==> src/rtl/core/cfe_pkg.sv <==
// Shared constants, datapath command codes and interface structs for the
// two-dimensional Chebyshev field evaluator. No dependencies.
package cfe_pkg;

	// Series size per axis and the coefficient store it implies
	localparam int MAX_TERMS   = 8;
	localparam int TERM_W      = $clog2(MAX_TERMS);
	localparam int STORE_DEPTH = MAX_TERMS * MAX_TERMS;
	localparam int ADDR_W      = 2 * TERM_W;

	// Field and register widths
	localparam int COEFF_W   = 32;
	localparam int POS_W     = 32;
	localparam int CFG_W     = 32;
	localparam int CFG_IDX_W = 3;
	localparam int VAL_W     = 48;

	// Arithmetic widths and fixed-point positions
	localparam int MUL_A_W   = 33;
	localparam int MUL_B_W   = 32;
	localparam int MUL_P_W   = MUL_A_W + MUL_B_W;
	localparam int ACC_W     = 80;
	localparam int SPLIT     = 24;
	localparam int SUM_W     = 53;
	localparam int MAP_W     = 66;
	localparam int MAP_FRAC  = 12;
	localparam int FRAC_STEP = 29;
	localparam int FRAC_LAST = 30;

	localparam logic signed [VAL_W-1:0] VAL_MAX = {1'b0, {(VAL_W-1){1'b1}}};
	localparam logic signed [VAL_W-1:0] VAL_MIN = {1'b1, {(VAL_W-1){1'b0}}};
	localparam logic signed [COEFF_W-1:0] COORD_MAX = {1'b0, {(COEFF_W-1){1'b1}}};
	localparam logic signed [COEFF_W-1:0] COORD_MIN = {1'b1, {(COEFF_W-1){1'b0}}};

	// Input operation codes
	localparam logic OP_WRITE = 1'b0;
	localparam logic OP_EVAL  = 1'b1;

	// Configuration register indexes
	localparam logic [CFG_IDX_W-1:0] REG_ORDER_X  = 3'd0;
	localparam logic [CFG_IDX_W-1:0] REG_ORDER_Y  = 3'd1;
	localparam logic [CFG_IDX_W-1:0] REG_X_SCALE  = 3'd2;
	localparam logic [CFG_IDX_W-1:0] REG_X_OFFSET = 3'd3;
	localparam logic [CFG_IDX_W-1:0] REG_Y_SCALE  = 3'd4;
	localparam logic [CFG_IDX_W-1:0] REG_Y_OFFSET = 3'd5;

	// Datapath operation codes
	localparam logic [2:0] DP_NOP      = 3'd0;
	localparam logic [2:0] DP_MAPX_MUL = 3'd1;
	localparam logic [2:0] DP_MAPX_FIN = 3'd2;
	localparam logic [2:0] DP_MAPY_MUL = 3'd3;
	localparam logic [2:0] DP_MAPY_FIN = 3'd4;
	localparam logic [2:0] DP_LO       = 3'd5;
	localparam logic [2:0] DP_HI       = 3'd6;
	localparam logic [2:0] DP_ADD      = 3'd7;

	typedef struct packed {
		logic [2:0]        op;
		logic              outer;
		logic              last;
		logic              load_pos;
		logic              coeff_we;
		logic              coeff_re;
		logic [ADDR_W-1:0] coeff_raddr;
		logic              out_load;
	} dp_cmd_t;

	typedef struct packed {
		logic [CFG_W-1:0] x_scale;
		logic [CFG_W-1:0] x_offset;
		logic [CFG_W-1:0] y_scale;
		logic [CFG_W-1:0] y_offset;
	} map_cfg_t;

endpackage

==> src/rtl/core/cfe_ctrl.sv <==
// Sequencer for the Chebyshev field evaluator: accepts beats, walks the row
// and outer recurrences and issues datapath commands. Depends on cfe_pkg.
module cfe_ctrl (
	input  logic                         clk,
	input  logic                         arst_n,
	input  logic                         in_valid,
	output logic                         in_ready,
	input  logic                         operation,
	output logic                         out_valid,
	input  logic                         out_ready,
	input  logic [cfe_pkg::TERM_W-1:0]   order_x,
	input  logic [cfe_pkg::TERM_W-1:0]   order_y,
	output cfe_pkg::dp_cmd_t             cmd
);
	import cfe_pkg::*;

	localparam logic [3:0] S_IDLE     = 4'd0;
	localparam logic [3:0] S_MAPX_MUL = 4'd1;
	localparam logic [3:0] S_MAPX_FIN = 4'd2;
	localparam logic [3:0] S_MAPY_MUL = 4'd3;
	localparam logic [3:0] S_MAPY_FIN = 4'd4;
	localparam logic [3:0] S_LO       = 4'd5;
	localparam logic [3:0] S_HI       = 4'd6;
	localparam logic [3:0] S_ADD      = 4'd7;
	localparam logic [3:0] S_DONE     = 4'd8;

	logic [3:0]        state_q;
	logic [3:0]        state_d;
	logic [TERM_W-1:0] i_q;
	logic [TERM_W-1:0] j_q;
	logic              outer_q;
	logic              out_valid_q;
	logic              last;

	assign last      = outer_q ? (j_q == '0) : (i_q == '0);
	assign in_ready  = (state_q == S_IDLE);
	assign out_valid = out_valid_q;

	always_comb begin
		state_d         = state_q;
		cmd             = '0;
		cmd.outer       = outer_q;
		cmd.last        = last;
		cmd.coeff_raddr = {j_q, i_q};
		case (state_q)
			S_IDLE: begin
				if (in_valid) begin
					if (operation == OP_WRITE) begin
						cmd.coeff_we = 1'b1;
					end else begin
						cmd.load_pos = 1'b1;
						state_d      = S_MAPX_MUL;
					end
				end
			end
			S_MAPX_MUL: begin
				cmd.op  = DP_MAPX_MUL;
				state_d = S_MAPX_FIN;
			end
			S_MAPX_FIN: begin
				cmd.op  = DP_MAPX_FIN;
				state_d = S_MAPY_MUL;
			end
			S_MAPY_MUL: begin
				cmd.op  = DP_MAPY_MUL;
				state_d = S_MAPY_FIN;
			end
			S_MAPY_FIN: begin
				cmd.op  = DP_MAPY_FIN;
				state_d = S_LO;
			end
			S_LO: begin
				cmd.op       = DP_LO;
				cmd.coeff_re = !outer_q;
				state_d      = S_HI;
			end
			S_HI: begin
				cmd.op  = DP_HI;
				state_d = S_ADD;
			end
			S_ADD: begin
				cmd.op  = DP_ADD;
				state_d = (outer_q && last) ? S_DONE : S_LO;
			end
			S_DONE: begin
				// hold the result until the output register is free
				if (!out_valid_q || out_ready) begin
					cmd.out_load = 1'b1;
					state_d      = S_IDLE;
				end
			end
			default: begin
				state_d = S_IDLE;
			end
		endcase
	end

	always_ff @(posedge clk or negedge arst_n) begin
		if (!arst_n) begin
			state_q     <= S_IDLE;
			i_q         <= '0;
			j_q         <= '0;
			outer_q     <= 1'b0;
			out_valid_q <= 1'b0;
		end else begin
			state_q <= state_d;
			if (cmd.out_load) begin
				out_valid_q <= 1'b1;
			end else if (out_ready) begin
				out_valid_q <= 1'b0;
			end
			case (state_q)
				S_MAPY_FIN: begin
					i_q     <= order_x;
					j_q     <= order_y;
					outer_q <= 1'b0;
				end
				S_ADD: begin
					if (outer_q) begin
						// row done and folded in: advance to the next lower row
						if (!last) begin
							j_q     <= j_q - 1'b1;
							i_q     <= order_x;
							outer_q <= 1'b0;
						end
					end else if (last) begin
						outer_q <= 1'b1;
					end else begin
						i_q <= i_q - 1'b1;
					end
				end
				default: begin
				end
			endcase
		end
	end

endmodule

==> config.mk <==
export PLATFORM = sky130hd
export DESIGN_NAME = cfe_ctrl
export DESIGN_NICKNAME = d
export VERILOG_FILES = /design/src/rtl/core/cfe_pkg.sv /design/src/rtl/core/cfe_ctrl.sv
export SDC_FILE = /design/constraint.sdc
export NUM_CORES = 1
export LEC_CHECK = 0
export BUFFER_PORTS_ARGS = -buffer_cell sky130_fd_sc_hd__buf_2
export CORE_ASPECT_RATIO = 0.8
export CORE_MARGIN = 2
export CORE_UTILIZATION = 49
export CTS_CLUSTER_SIZE = 24
export DETAILED_ROUTE_END_ITERATION = 10
export GPL_TIMING_DRIVEN = 0
export PLACE_DENSITY = 0.8
export SYNTH_ARGS = -nofsm -noshare
export SYNTH_HDL_FRONTEND = slang
export SYNTH_SLANG_ARGS = --single-unit
==> constraint.sdc <==
create_clock -name clk -period 2 [get_ports clk]
set_input_delay 0.4 -clock clk [delete_from_list [all_inputs] [get_ports clk]]
set_output_delay 0.4 -clock clk [all_outputs]
set_load 0.02 [all_outputs]
==> results.yml <==
critical_path:
  crit_type: "register to output port"
  startpoint_type: "register"
  cp.arrival_ps: 1560
  crit_path_end_kind: "output port"
  critical_path.max_stage_delay_ps: 400
  cp_top_family: "simple AND/OR/NAND/NOR gates"
  rrSetupSlack_ps: 280
  path_buf_inv: 3
  cp_max_fo: 3
  rr_startpoint: "j_q[0]"
  critPathRequiredTime_ps: 1600
  cp_slowest_cell: "dfrtp_1"
  rr_endpoint: "j_q[1]"
  path_cells: "inv_2 > ha_1 > or3b_4 > nand2_2 > buf_4 > buf_6"
  reg2reg_depth: 6
drt:
  drt_iter0_drc: 23
  num_vias: 822
  viasPerCell: 5.44
  ant_nets: 0
  drcViolationCount: 0
  routed_wl_um: 2120
  avgRoutedWirePerCell_um: 14.0
  dr.pass1.iters: 4
synthesis:
  synth_area_leaders: "dfrtp_1, ha_1, nor2_1, buf_4, nand4b_4"
  synth_ff_type: "dfrtp_1"
  synth-seq-area-share: 0.337
  avgSynthCellArea_um2: 9.59
  synth_cell_type_count: 41
  synth-edff-count: 0
  yosys_warnings: 0
  yosys.area.top_type: "dfrtp_1"
  async_flop_share: 1.00
  synth_area_um2: 892
  synth_cells: 93
  synth_fp_nets: 108
  synth_commonest_cells: "dfrtp_1, nor2_1, inv_1, nand2_1, buf_4"
  ys_seq_elements: 12
  yosysMostFrequentCell: "dfrtp_1"
  yosys.area.top_type_share: 0.337
grt:
  grtUsageTotal: 0.195
  grt_pass1_vias: 735
  grt_first_pass_wirelength_um: 3160
  grt_max_degree: 13
  gr-total-overflow: 0
  antenna_found_initial: 0
sta:
  clock.fmax_ghz: 0.509
  rsz0062_at_grt: "true"
  timing.final.ws_setup_ps: 37.1
  maxSlewViolCount: 0
  relSlewSlack: 0.752
  setup_violations: 0
  finalCriticalPeriod_ps: 1960
  fin_setup_tns_ps: 0
  finalHoldViolations: 0
  hold_ws_ps: 406
  final.period_utilization: 0.981
  finClkSkew_ps: 0.822
  worst_pin_slew_ps: 371
floorplan:
  dieHeight_um: 42.2
  fp-row-count: 13
  fp.coreArea_mm2: 0.00168
  start_util: 0.532
  die_width_um: 51.7
  dieArea_mm2: 0.00218
  ioPinCount: 28
final_layout:
  area_growth_pct: 29.7
  stdcell_count: 151
  fin_util: 0.691
  antenna_cells: 0
  fin_area_mm2: 0.00116
  drive_gt1_frac: 0.442
  nNetsFinal: 145
power:
  power.density_mw_per_mm2: 1800
  p_total_mw: 2.08
  p_leak_nw: 0.594
  vdd_drop_max_uv: 1090
clock_tree:
  cts_made_buffers: 3
  cts_root_buffer: "clkbuf_4"
  clk_pin_slew_ps: 80
  cts_buffer_depth: 2
  cts_tree: "yes"
  htree_levels: 1
  clock_latency_ps: 280
  clock_sinks: 12
worst_hold_path:
  worstHoldStart: "order_x[1]"
  hold_path_end: "i_q[1]"
  hold_depth: 3
  hold_class: "primary input to register"
flow_run:
  cap_violations: 0
placed_design:
  place_ws_ps: 153
  hpwl_um: 1500
  place_area_mm2: 0.00105
  gp_congestion: 0.795
  dp.cells: 142
  portBuffers: 27
run_status:
  status: "finished clean"
final cells by class:
| cell class | instances | area [um^2] |
|---|---|---|
| inverter | 7 | 26.3 |
| timing repair buffer | 32 | 184 |
| multi-input combinational | 68 | 539 |
| clock buffer | 4 | 36.3 |
| sequential | 12 | 302 |
| fill | 137 | 518 |
| buffer | 6 | 42.5 |
| tap | 22 | 27.5 |
what timing repair did:
item	4_1_cts	5_1_grt
pin swaps	1	1
endpoints found under the setup margin	3	4
hold buffers	1	0
endpoints found under the hold margin	12	0
buffers inserted	2	2
gates resized for setup	5	4
state kept, by name, summed over array words and instances, names as in the netlist:
| name | flops |
|---|---|
| i_q | 3 |
| outer_q | 1 |
| out_valid | 1 |
| j_q | 3 |
| state_q | 4 |
cell families after synthesis:
logic type,Yosys count,synth area share
AO/OA/AOI/OAI,23,0.199
adder cells (fa/ha/maj),4,0.0561
multiplexers,4,0.0519
XOR/XNOR,1,0.00982
AND/OR/NAND/NOR,36,0.269
flip-flops,12,0.337
buffers and inverters,13,0.0771
worst max path at each step:
stage               cells past startpoint      end       start
global route                            6  cmd[10]      i_q[0]
CTS                                     6  cmd[10]      i_q[1]
global placement                        6  cmd[10]      i_q[0]
detailed placement                      6  cmd[10]      i_q[0]
finish                                  6  cmd[10]      i_q[0]
floorplan                               4   cmd[8]  state_q[0]
placed cells by master (no fill, tap or decap), types with 2 or more instances in the layout:
| cell | count |
|---|---|
| clkbuf_4 | 3 |
| ha_1 | 4 |
| o21ai_0 | 4 |
| and3_1 | 2 |
| buf_4 | 10 |
| a21oi_1 | 3 |
| mux2i_1 | 2 |
| o22ai_1 | 2 |
| o211ai_1 | 2 |
| inv_2 | 3 |
| o22a_1 | 2 |
| o21a_1 | 2 |
| inv_1 | 4 |
| nand2b_1 | 2 |
| nand2_1 | 6 |
| buf_2 | 26 |
| nor2_1 | 11 |
| dfrtp_1 | 11 |
worst register-to-register path, cell delays in order, from the launching register on:
cell	delay (ps)
dfrtp_1	380
inv_1	130
ha_1	220
nand3b_4	140
a31oi_2	270
nand2b_4	190
mux2_4	290
power by group:
group	total [mW]	switching (mW)	internal (mW)
Sequential	0.458	0.105	0.353
Combinational	1.42	0.770	0.647
Clock	0.203	0.0923	0.111
Total	2.08	0.967	1.11
routing by layer:
| layer | vias up | track usage | part of all wire |
|---|---|---|---|
| met5 | - | 0 | 0 |
| met4 | 0 | 0.0474 | 0.0057 |
| met3 | 2 | 0.0643 | 0.053 |
| met2 | 29 | 0.333 | 0.50 |
| met1 | 388 | 0.234 | 0.44 |
| li1 | 403 | - | - |
No activity file was read; power rests on OpenSTA's default activity.
